[src/rtl/core/oal_pkg.sv]
// Shared widths, operation and status codes, and controller/datapath interface types.
package oal_pkg;

  localparam int CAPACITY_DEF = 16;

  localparam int FUNC_W  = 3;
  localparam int POS_W   = 5;
  localparam int VAL_W   = 32;
  localparam int CFG_W   = 5;
  localparam int STAT_W  = 3;
  localparam int FOUND_W = 4;
  localparam int COUNT_W = 5;

  localparam int S_DATA_W = ((POS_W + VAL_W + 7) / 8) * 8;
  localparam int M_FIELD_W = STAT_W + FOUND_W + COUNT_W + 2;
  localparam int M_DATA_W = ((M_FIELD_W + 7) / 8) * 8;

  localparam logic [CFG_W-1:0] CAP_RESET = CFG_W'(16);

  typedef enum logic [FUNC_W-1:0] {
    FN_INSERT = 3'd0,
    FN_DELETE = 3'd1,
    FN_LOCATE = 3'd2,
    FN_CHANGE = 3'd3,
    FN_CLEAR  = 3'd4
  } func_t;

  typedef enum logic [STAT_W-1:0] {
    ST_OK       = 3'd0,
    ST_FULL     = 3'd1,
    ST_EMPTY    = 3'd2,
    ST_BADPOS   = 3'd3,
    ST_NOTFOUND = 3'd4
  } status_t;

  typedef enum logic [2:0] {
    IDX_HOLD,
    IDX_COUNT,
    IDX_POS,
    IDX_ZERO,
    IDX_INC,
    IDX_DEC
  } idx_op_t;

  typedef enum logic [1:0] {
    RD_IDX,
    RD_IDX_M1,
    RD_IDX_P1
  } rd_sel_t;

  typedef enum logic [1:0] {
    CNT_HOLD,
    CNT_INC,
    CNT_DEC,
    CNT_CLR
  } cnt_op_t;

  // Commands from the controller to the datapath.
  typedef struct packed {
    logic    load_item;
    idx_op_t idx_op;
    rd_sel_t rd_sel;
    logic    wr_en;
    logic    wr_rdata;
    logic    wr_at_pos;
    cnt_op_t cnt_op;
    logic    save_found;
    logic    load_result;
    status_t res_status;
  } oal_cmd_t;

  // Status from the datapath to the controller.
  typedef struct packed {
    logic [FUNC_W-1:0] func;
    logic              full;
    logic              empty;
    logic              pos_gt;
    logic              pos_ge;
    logic              idx_eq_pos;
    logic              idx_last;
    logic              idx_ge_count;
    logic              match;
  } oal_sts_t;

endpackage

[src/rtl/core/oal_ram.sv]
// Generic simple dual-port RAM with one write port and a registered read port.
module oal_ram #(
  parameter int WIDTH = 32,
  parameter int DEPTH = 16,
  localparam int AW = (DEPTH > 1) ? $clog2(DEPTH) : 1
) (
  input  logic             clk,
  input  logic             we,
  input  logic [AW-1:0]    waddr,
  input  logic [WIDTH-1:0] wdata,
  input  logic [AW-1:0]    raddr,
  output logic [WIDTH-1:0] rdata
);

  logic [WIDTH-1:0] mem [DEPTH];

  always_ff @(posedge clk) begin
    if (we) begin
      mem[waddr] <= wdata;
    end
    rdata <= mem[raddr];
  end

endmodule

[src/rtl/core/oal_dpath.sv]
// Datapath: item registers, entry RAM, index counter, count, capacity and result register.
module oal_dpath import oal_pkg::*; #(
  parameter int CAPACITY = CAPACITY_DEF
) (
  input  logic               clk,
  input  logic               rst,
  input  logic               cfg_we,
  input  logic [CFG_W-1:0]   cfg_data,
  input  logic [FUNC_W-1:0]  item_func,
  input  logic [POS_W-1:0]   item_pos,
  input  logic [VAL_W-1:0]   item_val,
  input  oal_cmd_t           cmd,
  output oal_sts_t           sts,
  output logic [STAT_W-1:0]  res_status,
  output logic [FOUND_W-1:0] res_found,
  output logic [COUNT_W-1:0] res_count,
  output logic               res_empty,
  output logic               res_full
);

  localparam int CNT_W = $clog2(CAPACITY + 1);
  localparam int IDX_W = (CAPACITY > 1) ? $clog2(CAPACITY) : 1;
  localparam int CMP_A = (CNT_W > POS_W) ? CNT_W : POS_W;
  localparam int CMP_W = (CMP_A > CFG_W) ? CMP_A : CFG_W;

  logic [FUNC_W-1:0]  func_q;
  logic [POS_W-1:0]   pos_q;
  logic [VAL_W-1:0]   val_q;
  logic [CNT_W-1:0]   idx;
  logic [CNT_W-1:0]   idx_next;
  logic [CNT_W-1:0]   entry_count;
  logic [CNT_W-1:0]   entry_count_next;
  logic [CFG_W-1:0]   cap_q;
  logic [FOUND_W-1:0] found_q;

  logic [CNT_W-1:0] idx_m1;
  logic [CNT_W-1:0] idx_p1;
  logic [CNT_W-1:0] rd_idx;
  logic [IDX_W-1:0] raddr;
  logic [IDX_W-1:0] waddr;
  logic [VAL_W-1:0] wdata;
  logic [VAL_W-1:0] rdata;

  logic [CMP_W-1:0] pos_cmp;
  logic [CMP_W-1:0] cnt_cmp;
  logic [CMP_W-1:0] idx_cmp;
  logic [CMP_W-1:0] cap_cmp;
  logic [CMP_W-1:0] cap_lim;
  logic [CMP_W-1:0] cap_use;

  assign pos_cmp = CMP_W'(pos_q);
  assign cnt_cmp = CMP_W'(entry_count);
  assign idx_cmp = CMP_W'(idx);
  assign cap_cmp = CMP_W'(cap_q);
  assign cap_lim = CMP_W'(CAPACITY);

  // A capacity of zero acts as one; one above the storage acts as the storage size.
  always_comb begin
    if (cap_q == '0) begin
      cap_use = CMP_W'(1);
    end else if (cap_cmp > cap_lim) begin
      cap_use = cap_lim;
    end else begin
      cap_use = cap_cmp;
    end
  end

  assign idx_m1 = idx - CNT_W'(1);
  assign idx_p1 = idx + CNT_W'(1);

  always_comb begin
    case (cmd.rd_sel)
      RD_IDX_M1: rd_idx = idx_m1;
      RD_IDX_P1: rd_idx = idx_p1;
      default:   rd_idx = idx;
    endcase
  end

  assign raddr = rd_idx[IDX_W-1:0];
  assign waddr = cmd.wr_at_pos ? pos_cmp[IDX_W-1:0] : idx[IDX_W-1:0];
  assign wdata = cmd.wr_rdata ? rdata : val_q;

  oal_ram #(
    .WIDTH (VAL_W),
    .DEPTH (CAPACITY)
  ) u_ram (
    .clk   (clk),
    .we    (cmd.wr_en),
    .waddr (waddr),
    .wdata (wdata),
    .raddr (raddr),
    .rdata (rdata)
  );

  always_comb begin
    sts.func         = func_q;
    sts.full         = cnt_cmp >= cap_use;
    sts.empty        = entry_count == '0;
    sts.pos_gt       = pos_cmp > cnt_cmp;
    sts.pos_ge       = pos_cmp >= cnt_cmp;
    sts.idx_eq_pos   = idx_cmp == pos_cmp;
    sts.idx_last     = (idx_cmp + CMP_W'(1)) >= cnt_cmp;
    sts.idx_ge_count = idx_cmp >= cnt_cmp;
    sts.match        = rdata == val_q;
  end

  always_comb begin
    case (cmd.idx_op)
      IDX_COUNT: idx_next = entry_count;
      IDX_POS:   idx_next = CNT_W'(pos_q);
      IDX_ZERO:  idx_next = '0;
      IDX_INC:   idx_next = idx_p1;
      IDX_DEC:   idx_next = idx_m1;
      default:   idx_next = idx;
    endcase
  end

  always_comb begin
    case (cmd.cnt_op)
      CNT_INC: entry_count_next = entry_count + CNT_W'(1);
      CNT_DEC: entry_count_next = entry_count - CNT_W'(1);
      CNT_CLR: entry_count_next = '0;
      default: entry_count_next = entry_count;
    endcase
  end

  always_ff @(posedge clk) begin
    if (rst) begin
      entry_count <= '0;
      cap_q       <= CAP_RESET;
    end else begin
      entry_count <= entry_count_next;
      if (cfg_we) begin
        cap_q <= cfg_data;
      end
    end
  end

  always_ff @(posedge clk) begin
    idx <= idx_next;
    if (cmd.load_item) begin
      func_q  <= item_func;
      pos_q   <= item_pos;
      val_q   <= item_val;
      found_q <= '0;
    end else if (cmd.save_found) begin
      found_q <= FOUND_W'(idx);
    end
    if (cmd.load_result) begin
      res_status <= cmd.res_status;
      res_found  <= found_q;
      res_count  <= COUNT_W'(entry_count);
      res_empty  <= sts.empty;
      res_full   <= sts.full;
    end
  end

endmodule

[src/rtl/core/oal_ctrl.sv]
// Controller: sequences each operation and owns the input and output handshakes.
module oal_ctrl import oal_pkg::*; (
  input  logic     clk,
  input  logic     rst,
  input  logic     s_tvalid,
  output logic     s_tready,
  output logic     m_tvalid,
  input  logic     m_tready,
  input  oal_sts_t sts,
  output oal_cmd_t cmd
);

  typedef enum logic [3:0] {
    S_IDLE,
    S_CHECK,
    S_UP_TEST,
    S_UP_MOVE,
    S_DN_TEST,
    S_DN_MOVE,
    S_SR_TEST,
    S_SR_CMP,
    S_DONE
  } state_t;

  state_t  state;
  state_t  state_next;
  status_t status_q;
  status_t status_next;

  assign s_tready = state == S_IDLE;

  always_comb begin
    state_next      = state;
    status_next     = status_q;
    cmd.load_item   = 1'b0;
    cmd.idx_op      = IDX_HOLD;
    cmd.rd_sel      = RD_IDX;
    cmd.wr_en       = 1'b0;
    cmd.wr_rdata    = 1'b0;
    cmd.wr_at_pos   = 1'b0;
    cmd.cnt_op      = CNT_HOLD;
    cmd.save_found  = 1'b0;
    cmd.load_result = 1'b0;
    cmd.res_status  = status_q;

    case (state)
      S_IDLE: begin
        if (s_tvalid) begin
          cmd.load_item = 1'b1;
          state_next    = S_CHECK;
        end
      end

      S_CHECK: begin
        status_next = ST_OK;
        state_next  = S_DONE;
        case (sts.func)
          FN_INSERT: begin
            if (sts.full) begin
              status_next = ST_FULL;
            end else if (sts.pos_gt) begin
              status_next = ST_BADPOS;
            end else begin
              cmd.idx_op = IDX_COUNT;
              state_next = S_UP_TEST;
            end
          end
          FN_DELETE: begin
            if (sts.empty) begin
              status_next = ST_EMPTY;
            end else if (sts.pos_ge) begin
              status_next = ST_BADPOS;
            end else begin
              cmd.idx_op = IDX_POS;
              state_next = S_DN_TEST;
            end
          end
          FN_LOCATE: begin
            status_next = ST_NOTFOUND;
            cmd.idx_op  = IDX_ZERO;
            state_next  = S_SR_TEST;
          end
          FN_CHANGE: begin
            if (sts.empty) begin
              status_next = ST_EMPTY;
            end else if (sts.pos_ge) begin
              status_next = ST_BADPOS;
            end else begin
              cmd.wr_en     = 1'b1;
              cmd.wr_at_pos = 1'b1;
            end
          end
          FN_CLEAR: begin
            cmd.cnt_op = CNT_CLR;
          end
          default: begin
          end
        endcase
      end

      // Insert walks from the old end down to the target, moving one entry up per pass.
      S_UP_TEST: begin
        if (sts.idx_eq_pos) begin
          cmd.wr_en  = 1'b1;
          cmd.cnt_op = CNT_INC;
          state_next = S_DONE;
        end else begin
          cmd.rd_sel = RD_IDX_M1;
          state_next = S_UP_MOVE;
        end
      end

      S_UP_MOVE: begin
        cmd.wr_en    = 1'b1;
        cmd.wr_rdata = 1'b1;
        cmd.idx_op   = IDX_DEC;
        state_next   = S_UP_TEST;
      end

      // Delete walks from the target up, moving one entry down per pass.
      S_DN_TEST: begin
        if (sts.idx_last) begin
          cmd.cnt_op = CNT_DEC;
          state_next = S_DONE;
        end else begin
          cmd.rd_sel = RD_IDX_P1;
          state_next = S_DN_MOVE;
        end
      end

      S_DN_MOVE: begin
        cmd.wr_en    = 1'b1;
        cmd.wr_rdata = 1'b1;
        cmd.idx_op   = IDX_INC;
        state_next   = S_DN_TEST;
      end

      S_SR_TEST: begin
        if (sts.idx_ge_count) begin
          state_next = S_DONE;
        end else begin
          cmd.rd_sel = RD_IDX;
          state_next = S_SR_CMP;
        end
      end

      S_SR_CMP: begin
        if (sts.match) begin
          status_next    = ST_OK;
          cmd.save_found = 1'b1;
          state_next     = S_DONE;
        end else begin
          cmd.idx_op = IDX_INC;
          state_next = S_SR_TEST;
        end
      end

      S_DONE: begin
        if (!m_tvalid || m_tready) begin
          cmd.load_result = 1'b1;
          state_next      = S_IDLE;
        end
      end

      default: begin
        state_next = S_IDLE;
      end
    endcase
  end

  always_ff @(posedge clk) begin
    if (rst) begin
      state    <= S_IDLE;
      status_q <= ST_OK;
      m_tvalid <= 1'b0;
    end else begin
      state    <= state_next;
      status_q <= status_next;
      if (cmd.load_result) begin
        m_tvalid <= 1'b1;
      end else if (m_tready) begin
        m_tvalid <= 1'b0;
      end
    end
  end

endmodule

[src/rtl/core/ordered_array_list_top.sv]
// Top level of the ordered array list: handshake ports, controller and datapath.
//
// The block keeps an ordered list of signed 32-bit values and a count. Each transfer
// on the slave stream carries one operation in s_tuser (insert, delete, locate,
// change or clear) with a position and a value in s_tdata, and produces exactly one
// transfer on the master stream with the status, the first matching position of a
// locate, the count after the operation and the empty and full flags.
// The capacity register is written through the cfg channel, which is always ready;
// write it only while no operation is in flight.
// One operation is worked on at a time. Insert and delete move one entry per pass,
// and locate compares one entry per pass, as each pass goes through the one
// registered read port of the entry RAM. Change, clear, unknown and rejected
// operations go straight from the check to the result, and the slave side is ready
// again in the cycle right after the result is loaded.
// The result sits in an output register, so a new item is taken while a result still
// waits; if the receiver stalls, that next item finishes its work and then holds
// until the output register frees up.
// Reset clears the count, restores the capacity register to 16 and drops m_tvalid;
// the entry RAM is not cleared, as no entry is read before it was written.
module ordered_array_list_top import oal_pkg::*; #(
  parameter int CAPACITY = CAPACITY_DEF
) (
  input  logic                clk,
  input  logic                rst,
  // Slave stream.
  input  logic                s_tvalid,
  output logic                s_tready,
  input  logic [S_DATA_W-1:0] s_tdata,   // position[4:0], value[36:5], zero pad above
  input  logic [FUNC_W-1:0]   s_tuser,   // func[2:0]
  // Master stream.
  output logic                m_tvalid,
  input  logic                m_tready,
  output logic [M_DATA_W-1:0] m_tdata,   // status[2:0], found_position[6:3],
                                         // count[11:7], is_empty[12], is_full[13], zero pad
  // Capacity register write channel.
  input  logic                cfg_valid,
  output logic                cfg_ready,
  input  logic [CFG_W-1:0]    cfg_data   // capacity[4:0]
);

  oal_cmd_t           cmd;
  oal_sts_t           sts;
  logic [STAT_W-1:0]  res_status;
  logic [FOUND_W-1:0] res_found;
  logic [COUNT_W-1:0] res_count;
  logic               res_empty;
  logic               res_full;

  assign cfg_ready = 1'b1;

  oal_ctrl u_ctrl (
    .clk      (clk),
    .rst      (rst),
    .s_tvalid (s_tvalid),
    .s_tready (s_tready),
    .m_tvalid (m_tvalid),
    .m_tready (m_tready),
    .sts      (sts),
    .cmd      (cmd)
  );

  oal_dpath #(
    .CAPACITY (CAPACITY)
  ) u_dpath (
    .clk        (clk),
    .rst        (rst),
    .cfg_we     (cfg_valid & cfg_ready),
    .cfg_data   (cfg_data),
    .item_func  (s_tuser),
    .item_pos   (s_tdata[POS_W-1:0]),
    .item_val   (s_tdata[POS_W+VAL_W-1:POS_W]),
    .cmd        (cmd),
    .sts        (sts),
    .res_status (res_status),
    .res_found  (res_found),
    .res_count  (res_count),
    .res_empty  (res_empty),
    .res_full   (res_full)
  );

  // The pad bits above the result fields are driven as zeros.
  assign m_tdata = M_DATA_W'({res_full, res_empty, res_count, res_found, res_status});

endmodule

[config.mk]
export PLATFORM = sky130hd
export DESIGN_NAME = ordered_array_list_top
export DESIGN_NICKNAME = d
export VERILOG_FILES = /design/src/rtl/core/oal_pkg.sv /design/src/rtl/core/oal_ram.sv /design/src/rtl/core/oal_dpath.sv /design/src/rtl/core/oal_ctrl.sv /design/src/rtl/core/ordered_array_list_top.sv
export SDC_FILE = /design/constraint.sdc
export NUM_CORES = 1
export LEC_CHECK = 0
export ABC_AREA = 1
export BUFFER_PORTS_ARGS = -buffer_cell sky130_fd_sc_hd__buf_2
export CORE_AREA = 2 2 293 295
export CTS_CLUSTER_SIZE = 12
export DETAILED_ROUTE_END_ITERATION = 8
export DIE_AREA = 0 0 295 297
export PLACE_DENSITY_LB_ADDON = 0.2
export SLEW_MARGIN = 20
export SYNTH_ARGS = -nofsm -noshare
export SYNTH_HDL_FRONTEND = slang
export SYNTH_SLANG_ARGS = --single-unit
[constraint.sdc]
create_clock -name clk -period 3.6 [get_ports clk]
set_clock_uncertainty 0.2 [all_clocks]
set_input_delay 0.54 -clock clk [delete_from_list [all_inputs] [get_ports clk]]
set_output_delay 0.54 -clock clk [all_outputs]
set_load 0.02 [all_outputs]
## Word level (Yosys, flattened, before mapping)

Memory sizes are Yosys's and may differ from the RTL's. A register that Yosys moved wholly into a read port is not among the register bits.
Index checks and enable logic that the tools add are counted.

- Input bits: 53
- Bits in latches: 0
- Bits in writable memories: 512
- Word-level logic and storage cells: 124
- Memories kept: 1
- Flip-flop bits (word level): 81
- Output and inout bits: 19
- ROM bits: 0

Memory list:

| memory | depth | bits a word | read ports | clocked after Yosys merged registers in | write ports | line | RTL |
|---|---|---|---|---|---|---|---|
| u_dpath.u_ram.mem | 16 | 32 | 1 | 1 | 1 | oal_ram.sv:15 | `logic [WIDTH-1:0] mem [DEPTH];` |

- Shift-type cells: 0
- Bitwise operators: 0
- Mux-type cells: 57
- Equal/unequal tests: 27
- Magnitude comparators: 6
- Reductions and logical operators: 14
- $add $sub $neg: 4
- Divide/modulo/power cells: 0
- Multiply operators: 0

Operator list:

| kind | number |
|---|---|
| 4-bit two-way mux | 11 |
| 4-bit case mux with 9 select lines | 1 |
| 32-bit == test | 1 |
| 32-bit two-way mux | 1 |
| 5-bit case mux with 5 select lines | 1 |
| 5-bit greater-or-equal comparator | 4 |
| 1-bit two-way mux | 19 |
| 3-bit case mux with 3 select lines | 2 |
| 4-bit by 3-bit == test with 1-bit output (second input constant) | 4 |
| 3-bit two-way mux | 5 |
| 5-bit case mux with 3 select lines | 1 |
| 2-bit two-way mux | 7 |
| 3-bit by 2-bit == test with 1-bit output (second input constant) | 4 |
| 3-bit case mux with 4 select lines | 1 |
| 4-bit case mux with 3 select lines | 1 |
| 5-bit by 1-bit adder with 5-bit output (second input constant) | 2 |
| 5-bit zero test | 2 |
| 5-bit two-way mux | 2 |
| 5-bit by 1-bit subtractor with 5-bit output (second input constant) | 2 |
| 3-bit == test (second input constant) | 3 |
| 4-bit by 2-bit == test with 1-bit output (second input constant) | 2 |
| 4-bit case mux with 2 select lines | 1 |
| 2-bit == test (second input constant) | 3 |
| 3-bit by 1-bit == test with 1-bit output (second input constant) | 2 |
| other kinds (21) | 26 |

## Logic depth before layout (Yosys ltp)

Gate-level depths: netlist of run 1.

- Depth after elaboration: 9
- Gate-level depth with buffers: 21

## Cells and area by module

Synthesis of run 1 repeated with hierarchy kept, for this count alone.

- Cells, all modules: 2810
- Area, all modules: 27903.0 µm²

Modules (own cells, without submodules):

| module | cells an instance | instances | area each (µm²) | seq. area each (µm²) |
|---|---|---|---|---|
| oal_ram | 2120 | 1 | 22730.6 | 16015.4 |
| oal_dpath | 568 | 1 | 4468.0 | 2052.0 |
| oal_ctrl | 115 | 1 | 659.4 | 160.2 |
| ordered_array_list_top | 7 | 1 | 45.0 | 0.0 |

## Least setup slack after synthesis of run 1

OpenSTA, ideal clock, no wires.

- Kind: register to register
- Start point: register u_dpath.entry_count[4], in the netlist u_dpath.cnt_cmp[4]
- End point: memory u_dpath.u_ram.mem[0][0], enable pin
- Cell stages (with the launch flop): 14
- Clock period less this slack: 3679 ps
- Arrival time: 3058 ps
- Slack: -79 ps
- Library setup time: 421 ps
- Cell sequence: dfxtp_1 inv_1 ha_1 nand2_1 inv_1 a21oi_1 nand4_1 inv_1 nand2_2 nand2_1 nand2_1 inv_1 nand3_1 nor2_1

- Longest elaborated chain between the ends: 7
- Elaborated cells on any way between the ends: 10

RTL lines:

| item | line | RTL |
|---|---|---|
| from (decl) | oal_dpath.sv:31 | `logic [CNT_W-1:0] entry_count;` |
| from (signal assigned) | oal_dpath.sv:132 | `entry_count <= entry_count_next;` |
| 5-bit greater-or-equal comparator | oal_dpath.sv:100 | `sts.pos_ge = pos_cmp >= cnt_cmp;` |
| 1-bit two-way mux | oal_ctrl.sv:86 | `end else if (sts.pos_ge) begin` |
| 1-bit two-way mux (*) | oal_ctrl.sv:84 | `if (sts.empty) begin` |
| 1-bit two-way mux (*) | oal_ctrl.sv:57 | `case (sts.func)` |
| 1-bit case mux with 3 select lines | oal_ctrl.sv:46 | `case (state)` |
| 1-bit two-way mux | oal_ram.sv:18 | `if (we) begin` |
| 1-bit two-way mux (implied by the code) | oal_ram.sv:19 | `mem[waddr] <= wdata;` |
| to (decl) | oal_ram.sv:15 |  |

Mark *: on every way between the ends. The rest lies on a longest branch, timed or not.

## Worst setup path after layout of run 1

- Start point: register u_dpath.idx[0]
- End point: register u_dpath.u_ram.rdata[23] (read register of u_dpath.u_ram.mem)

- Longest elaborated chain between the ends: 6
- Elaborated cells on any way between the ends: 10

RTL lines:

| item | line | RTL |
|---|---|---|
| from (decl) | oal_dpath.sv:29 | `logic [CNT_W-1:0] idx;` |
| from (signal assigned) | oal_dpath.sv:140 | `idx <= idx_next;` |
| 5-bit by 1-bit adder with 5-bit output | oal_dpath.sv:69, oal_dpath.sv:102 |  |
| 5-bit greater-or-equal comparator | oal_dpath.sv:102 | `sts.idx_last = (idx_cmp + CMP_W'(1)) >= cnt_cmp;` |
| 2-bit two-way mux | oal_ctrl.sv:122 | `if (sts.idx_last) begin` |
| 2-bit case mux with 2 select lines | oal_ctrl.sv:46 |  |
| 2-bit == test / 2-bit by 1-bit == test with 1-bit output (equally long branches) | oal_dpath.sv:72 | `case (cmd.rd_sel)` |
| 4-bit case mux with 2 select lines (*) | oal_dpath.sv:72 |  |
| to (decl) | oal_ram.sv:12 | `output logic [WIDTH-1:0] rdata` |

Marks and branches as above.
A chain may end at the register's enable or synchronous reset.

==> reports/qor.txt, run 1 <==
outcome = finished with violations
failing checks = negative setup slack
final WL = 75100 µm
warnings from Yosys = 0
CTS tree = built
placed insts = 3302
WP data arrival = 3.96 ns
final hold viol count = 0
post-synthesis cell type count = 43
clock buffer depth = 3
worst setup margin = -0.0640 ns
Met1 Wirelength = 34200 µm
fillers = 7981
Final setup viols = 21
Max Cap Violations = 0
#FFs+latches synth = 625
Total Power = 0.0180 W
DR DRC count = 0
CTS sink count = 625
static leakage = 11.4 nW
WL met2 = 36200 µm
Starting Density = 0.308
NumNets Final = 2404
Rel. slew slack = 0.495
Slew Viols, Final = 0
Setup CP Type = reg2reg
Yosys top cell area share = 0.659
Total GRT Usage = 0.167
final non-filler cell total = 3521
most frequent cell after synthesis = edfxtp_1
fmax = 273 MHz
DR vias/cell = 4.92
# H-tree levels = 3
clock slew at reported path FFs = 0.05 ns
setup_tns = -0.589 ns
vias in the first global route = 17189
post-synthesis sequential area ratio = 0.701
via count = 17332
first-pass GRT wire length = 109000 µm
tightest hold margin = 0.0683 ns
Post-synth ARST share = 0
initial antenna violation count = 0
synth top area cells = edfxtp_1 (66%), o211ai_1 (7.4%), dfxtp_1 (4.2%)
drt pass-1 iters = 8
Internal = 0.0132 W
Die X = 295 µm
Power per Cell Area = 548 nW/µm²
Final Critical Period = 3.66 ns
CP Capture Type = flop
P&R area growth vs syn = 26.1%
layout cells sized above 1 = 0.174
largest net degree at the start of global routing = 50
Synth area leader = edfxtp_1
VDD IR max = 305 µV
post-route antenna net violation count = 0
clock power share = 0.365
post-DR wirelength/cell = 21.3 µm
Root Buffer = clkbuf_16
Hold WC Path Type = in2reg
sw power = 0.00474 W
fin util = 0.388
Synth top cells by count = edfxtp_1 (571), o211ai_1 (255), nand2_1 (238)
Die Y = 297 µm
TritonCTS Buffers = 70
Syn Inst Count = 2066
worst-skew pair later-pin latency = 0.62 ns
worst-path fanout max = 8
fin crit share = 1.02
top layer in use = met4
ys flop type = edfxtp_1
RSZ-0062 raised after global routing = yes
HPWL Detailed = 40500 µm
remaining global-route overflow = 0
Placement Rows = 107
die area = 87600 µm²
Port Buffers = 65
1st-iter DRT viols = 1215
Slew @ Worst Pin = 0.757 ns
Post-Syn Area = 26000 µm²
Switching Share = 0.264
ANT cells = 0
sequential share of power = 0.473
Post-synth EDFFs = 571
Met3 Routed Length = 3130 µm
CP Launch Type = flop
Comb pwr share = 0.162
core footprint = 84500 µm²
Syn Area/Cell = 12.6 µm²
WP data required = 3.90 ns
Placer Congestion = 0.828
I/O Pins = 72
worst max-delay path, cell delays in order (launching register included):
cell      delay (ns)
edfxtp_1        0.44
ha_4            0.21
nand3_2         0.07
xor2_1          0.15
inv_1           0.10
ha_4            0.30
nand2_4         0.05
o21a_1          0.20
nand4_1         0.09
buf_6           0.14
inv_4           0.04
ha_4            0.16
o211ai_4        0.26
nand2_8         0.13
buf_6           0.16
buf_12          0.14
buf_4           0.15
or2_0           0.20
o211ai_1        0.08
o211ai_1        0.13
nand3_1         0.09
nand2_1         0.07
sequential cells by signal (all words and copies together), names as in the netlist, 3 cells and up:
name and flops:
u_dpath.res_found 4, u_dpath.u_ram.rdata 32, u_dpath.res_status 3, u_ctrl.status_q 3
u_dpath.func_q 3, u_dpath.res_count 5, u_dpath.cap_cmp 5, u_dpath.found_q 4
u_dpath.u_ram.mem 512, u_dpath.val_q 32, u_ctrl.state 4, u_dpath.idx 5
u_dpath.pos_cmp 5, u_dpath.cnt_cmp 5
per-layer routing:
layer | vias to the layer above | track usage
li1 | 8085 | -
met1 | 8740 | 0.228
met2 | 394 | 0.280
met3 | 113 | 0.0231
met4 | 0 | 0.0422
met5 | - | 0
area by class of cell:
class                   count  area (µm²)  area share
repair buffers            298        3450       0.105
flip-flops and latches    625       18200       0.556
clock inverters            25         185     0.00565
inverters                 113         450      0.0137
well taps                1144        1430      0.0437
multi-input cells        1215        7130       0.217
clock buffers             101        1910      0.0582
cell usage in the layout (no fill, tap or decap), types with 54 or more instances in the layout:
cell,instances
o21ai_0,138
buf_2,65
dfxtp_1,54
clkbuf_16,84
o211ai_1,255
buf_12,55
inv_1,100
edfxtp_1,571
nor2_1,176
nand3_1,104
buf_4,85
or2_0,101
nand2_1,235
stage by stage:
step,instance area (µm²),worst slack (ns)
after floorplan,26000,-0.0792
after detailed placement,29000,-0.256
final,32800,-0.0640
after global placement,29000,-0.188
after CTS,32300,-0.0335
after global routing,32800,-0.281
kinds of logic (layout without fill, tap and decap cells):
| family | count (synthesis) | after routing | share of synthesized area |
|---|---|---|---|
| AOI/OAI and AO/OA | 460 | 460 | 0.115 |
| xor gates and xnor gates | 23 | 23 | 0.00775 |
| adders and majority gates | 28 | 28 | 0.0138 |
| buffers and inverters | 229 | 537 | 0.0395 |
| DFF | 625 | 625 | 0.701 |
| other | 2 | 3 | 0.000289 |
| and+or+nand+nor | 699 | 701 | 0.123 |
power by group through the flow:
stage | registers [W] | clock network (W) | logic (W)
after floorplan | 0.00861 | 0 | 0.00148
after global placement | 0.00865 | 0 | 0.00248
after detailed placement | 0.00865 | 0 | 0.00252
after CTS | 0.00851 | 0.00672 | 0.00277
after global routing | 0.00853 | 0.00699 | 0.00319
final | 0.00851 | 0.00655 | 0.00291
final timing paths:
kind                                        start                               to  slack [ns]  cells past startpoint
setup / recovery         u_dpath.idx[0]$_DFFE_PP_  u_dpath.u_ram.rdata[23]$_DFF_P_       -0.06                     21
hold reg to reg   u_ctrl.status_q[1]$_SDFFE_PP0P_  u_dpath.res_status[1]$_DFFE_PP_        0.23                      0
setup reg to reg         u_dpath.idx[0]$_DFFE_PP_  u_dpath.u_ram.rdata[23]$_DFF_P_       -0.06                     21
hold / removal                           m_tready     u_ctrl.state[3]$_SDFFE_PP0P_        0.07                      4
timing repair:
action | 4_1_cts | 5_1_grt
buffers inserted | 17 | 7
setup endpoints to repair | 32 | 46
gates resized for setup | 54 | 44
cloned | 11 | 14
endpoints found under the hold margin | 45 | 0
pin swaps | 39 | 59
hold buffers | 46 | 0
No activity file was read; power rests on OpenSTA's default activity.
==> inputs of run 2 (changes only) <==
--- a/config.mk
+++ b/config.mk
@@ -16,3 +16,4 @@
 export SYNTH_ARGS = -nofsm -noshare
 export SYNTH_HDL_FRONTEND = slang
 export SYNTH_SLANG_ARGS = --single-unit
+export TNS_END_PERCENT = 30
==> run 2 against run 1 <==
The flow still finishes with violations (negative setup slack). Non-clock buffer count up 4. Cell count is 0.11% higher. Global-route usage fell by 0.057 points. Clock-buffer cell count is the same. Wire length about the same. Total power about the same. Via count about the same. Fmax rose by 0.63%. Design area unchanged. Utilization unchanged. Largest cell class unchanged. Highest routed layer unchanged.
==> reports/qor.txt, run 2 (synthesized netlist as in run 1, its figures left out) <==
outcome = finished with violations
failing checks = negative setup slack
fin crit share = 1.01
HPWL Detailed = 40500 µm
HP Start = m_tready
post-DR wirelength/cell = 21.3 µm
Top Family by Delay on Critical Path = buffers and inverters
Root Buffer = clkbuf_16
WP data required = 3.90 ns
DR vias/cell = 4.92
R2R Path End = u_dpath.u_ram.rdata[2]$_DFF_P_
fmax = 275 MHz
slowest stage delay, CP = 0.44 ns
Hold Crit Depth = 4
Total Power = 0.0180 W
Starting Density = 0.308
1st-iter DRT viols = 1319
vias in the first global route = 17145
clock slew at reported path FFs = 0.06 ns
remaining global-route overflow = 0
clock buffer depth = 3
CTS sink count = 625
FF-to-FF Start = u_dpath.idx[1]$_DFFE_PP_
WP data arrival = 3.94 ns
CP Launch Type = flop
first-pass GRT wire length = 109000 µm
critical path's slowest cell = edfxtp_1
TritonCTS Buffers = 70
Rel. slew slack = 0.504
Placement Rows = 107
Final Critical Period = 3.64 ns
P&R area growth vs syn = 26.1%
Crit path top cell by count = ha_4
initial antenna violation count = 0
I/O Pins = 72
RSZ-0062 raised after global routing = yes
largest net degree at the start of global routing = 50
VDD IR max = 305 µV
Hold Crit Endpoint = u_ctrl.state[3]$_SDFFE_PP0P_
drt pass-1 iters = 7
ANT cells = 0
static leakage = 11.4 nW
# H-tree levels = 3
core footprint = 84500 µm²
post-route antenna net violation count = 0
layout cells sized above 1 = 0.175
Largest Register = u_dpath.u_ram.mem
Die Y = 297 µm
Total GRT Usage = 0.167
Power per Cell Area = 548 nW/µm²
Port Buffers = 65
die area = 87600 µm²
most frequent cells in the layout = edfxtp_1 (571), o211ai_1 (255), nand2_1 (235)
CP Capture Type = flop
worst-path fanout max = 13
cells on worst reg2reg path = 21
worst setup margin = -0.0411 ns
via count = 17326
number of flip-flops in the largest register = 512
Final setup viols = 13
reg2reg setup slack = -0.04 ns
final hold viol count = 0
Slew Viols, Final = 0
Max Cap Violations = 0
Placer Congestion = 0.828
Hold WC Path Type = in2reg
Slew @ Worst Pin = 0.743 ns
biggest regs = u_dpath.u_ram.mem: 512 flops, u_dpath.u_ram.rdata: 32 flops, u_dpath.val_q: 32 flops
Die X = 295 µm
NumNets Final = 2408
DR DRC count = 0
commonest non-fill, non-tap cell in the layout = edfxtp_1
crit-path cells = ha_4, nand3_2, xor2_1, inv_1, ha_4, nand2_2, o21a_1, nand4_1, buf_6, inv_2, ha_4, o211ai_4, nand2_8, buf_6, buf_12, buf_4, or2_0, o211ai_1, o211ai_1, nand3_1, nand2_1
Setup CP Type = reg2reg
final WL = 75200 µm
CTS tree = built
CP bufs+invs = 6
worst-skew pair later-pin latency = 0.62 ns
fin util = 0.388
==> run 2: per-layer routing <==
metal,routed length [µm],vias to the layer above,global-route usage
met3,3160,116,0.0229
met2,36100,416,0.279
met4,1590,0,0.0415
li1,-,8084,-
met1,34300,8710,0.228
met5,0,-,0
==> run 2: power breakdown <==
| part | switching (W) | internal (W) |
|---|---|---|
| logic | 0.00173 | 0.00118 |
| clock network | 0.00284 | 0.00371 |
| registers | 0.000166 | 0.00834 |
| total | 0.00474 | 0.0132 |
==> run 2: worst reg2reg max path, stage by stage, from the launching register on <==
cell and delay, ns:
edfxtp_1 0.44, ha_4 0.21, nand3_2 0.07, xor2_1 0.14
inv_1 0.10, ha_4 0.29, nand2_2 0.05, o21a_1 0.18
nand4_1 0.10, buf_6 0.13, inv_2 0.05, ha_4 0.16
o211ai_4 0.27, nand2_8 0.13, buf_6 0.16, buf_12 0.14
buf_4 0.15, or2_0 0.19, o211ai_1 0.09, o211ai_1 0.11
nand3_1 0.10, nand2_1 0.07
==> run 2: final cells by class <==
class / instances / area (µm²)
fill: 7978 / 51700
sequential: 625 / 18200
multi-input combinational: 1215 / 7110
timing repair buffer: 302 / 3470
clock buffer: 101 / 1910
tap: 1144 / 1430
inverter: 113 / 447
clock inverter: 25 / 185
==> run 2: worst max-delay path by stage <==
stage,startpoint,to,slack (ns),depth (start not counted)
2_1_floorplan,u_dpath.cnt_cmp[4]$_SDFFE_PP0P_,u_dpath.u_ram.mem[0][0]$_DFFE_PP_,-0.08,13
3_3_place_gp,u_dpath.idx[0]$_DFFE_PP_,u_dpath.u_ram.rdata[0]$_DFF_P_,-0.19,19
3_5_place_dp,u_dpath.idx[0]$_DFFE_PP_,u_dpath.u_ram.rdata[9]$_DFF_P_,-0.26,20
4_1_cts,u_dpath.idx[1]$_DFFE_PP_,u_dpath.u_ram.rdata[24]$_DFF_P_,-0.03,20
5_1_grt,u_dpath.idx[0]$_DFFE_PP_,u_dpath.u_ram.rdata[30]$_DFF_P_,-0.27,21
6_report,u_dpath.idx[1]$_DFFE_PP_,u_dpath.u_ram.rdata[2]$_DFF_P_,-0.04,21
==> run 2: per-stage QoR <==
step / hold WS, ns / setup slack (ns) / std cells / setup TNS [ns] / area [µm²]
6_report: 0.0668 / -0.0411 / 3525 / -0.326 / 32800
4_1_cts: 0.0334 / -0.0335 / 3498 / -0.128 / 32200
3_3_place_gp: 0.218 / -0.188 / 3302 / -3.95 / 29000
2_1_floorplan: 0.203 / -0.0792 / 2067 / -37.68 / 26000
5_1_grt: 0.0862 / -0.272 / 3525 / -8.01 / 32800
3_5_place_dp: 0.219 / -0.256 / 3302 / -6.25 / 29000
==> run 2: repair_timing <==
item	4_1_cts	5_1_grt
setup buffers	14	15
gates resized for setup	50	40
cloned	10	12
hold buffers	46	0
endpoints found under the setup margin	32	46
pin swaps	28	50
hold endpoints to repair	45	0
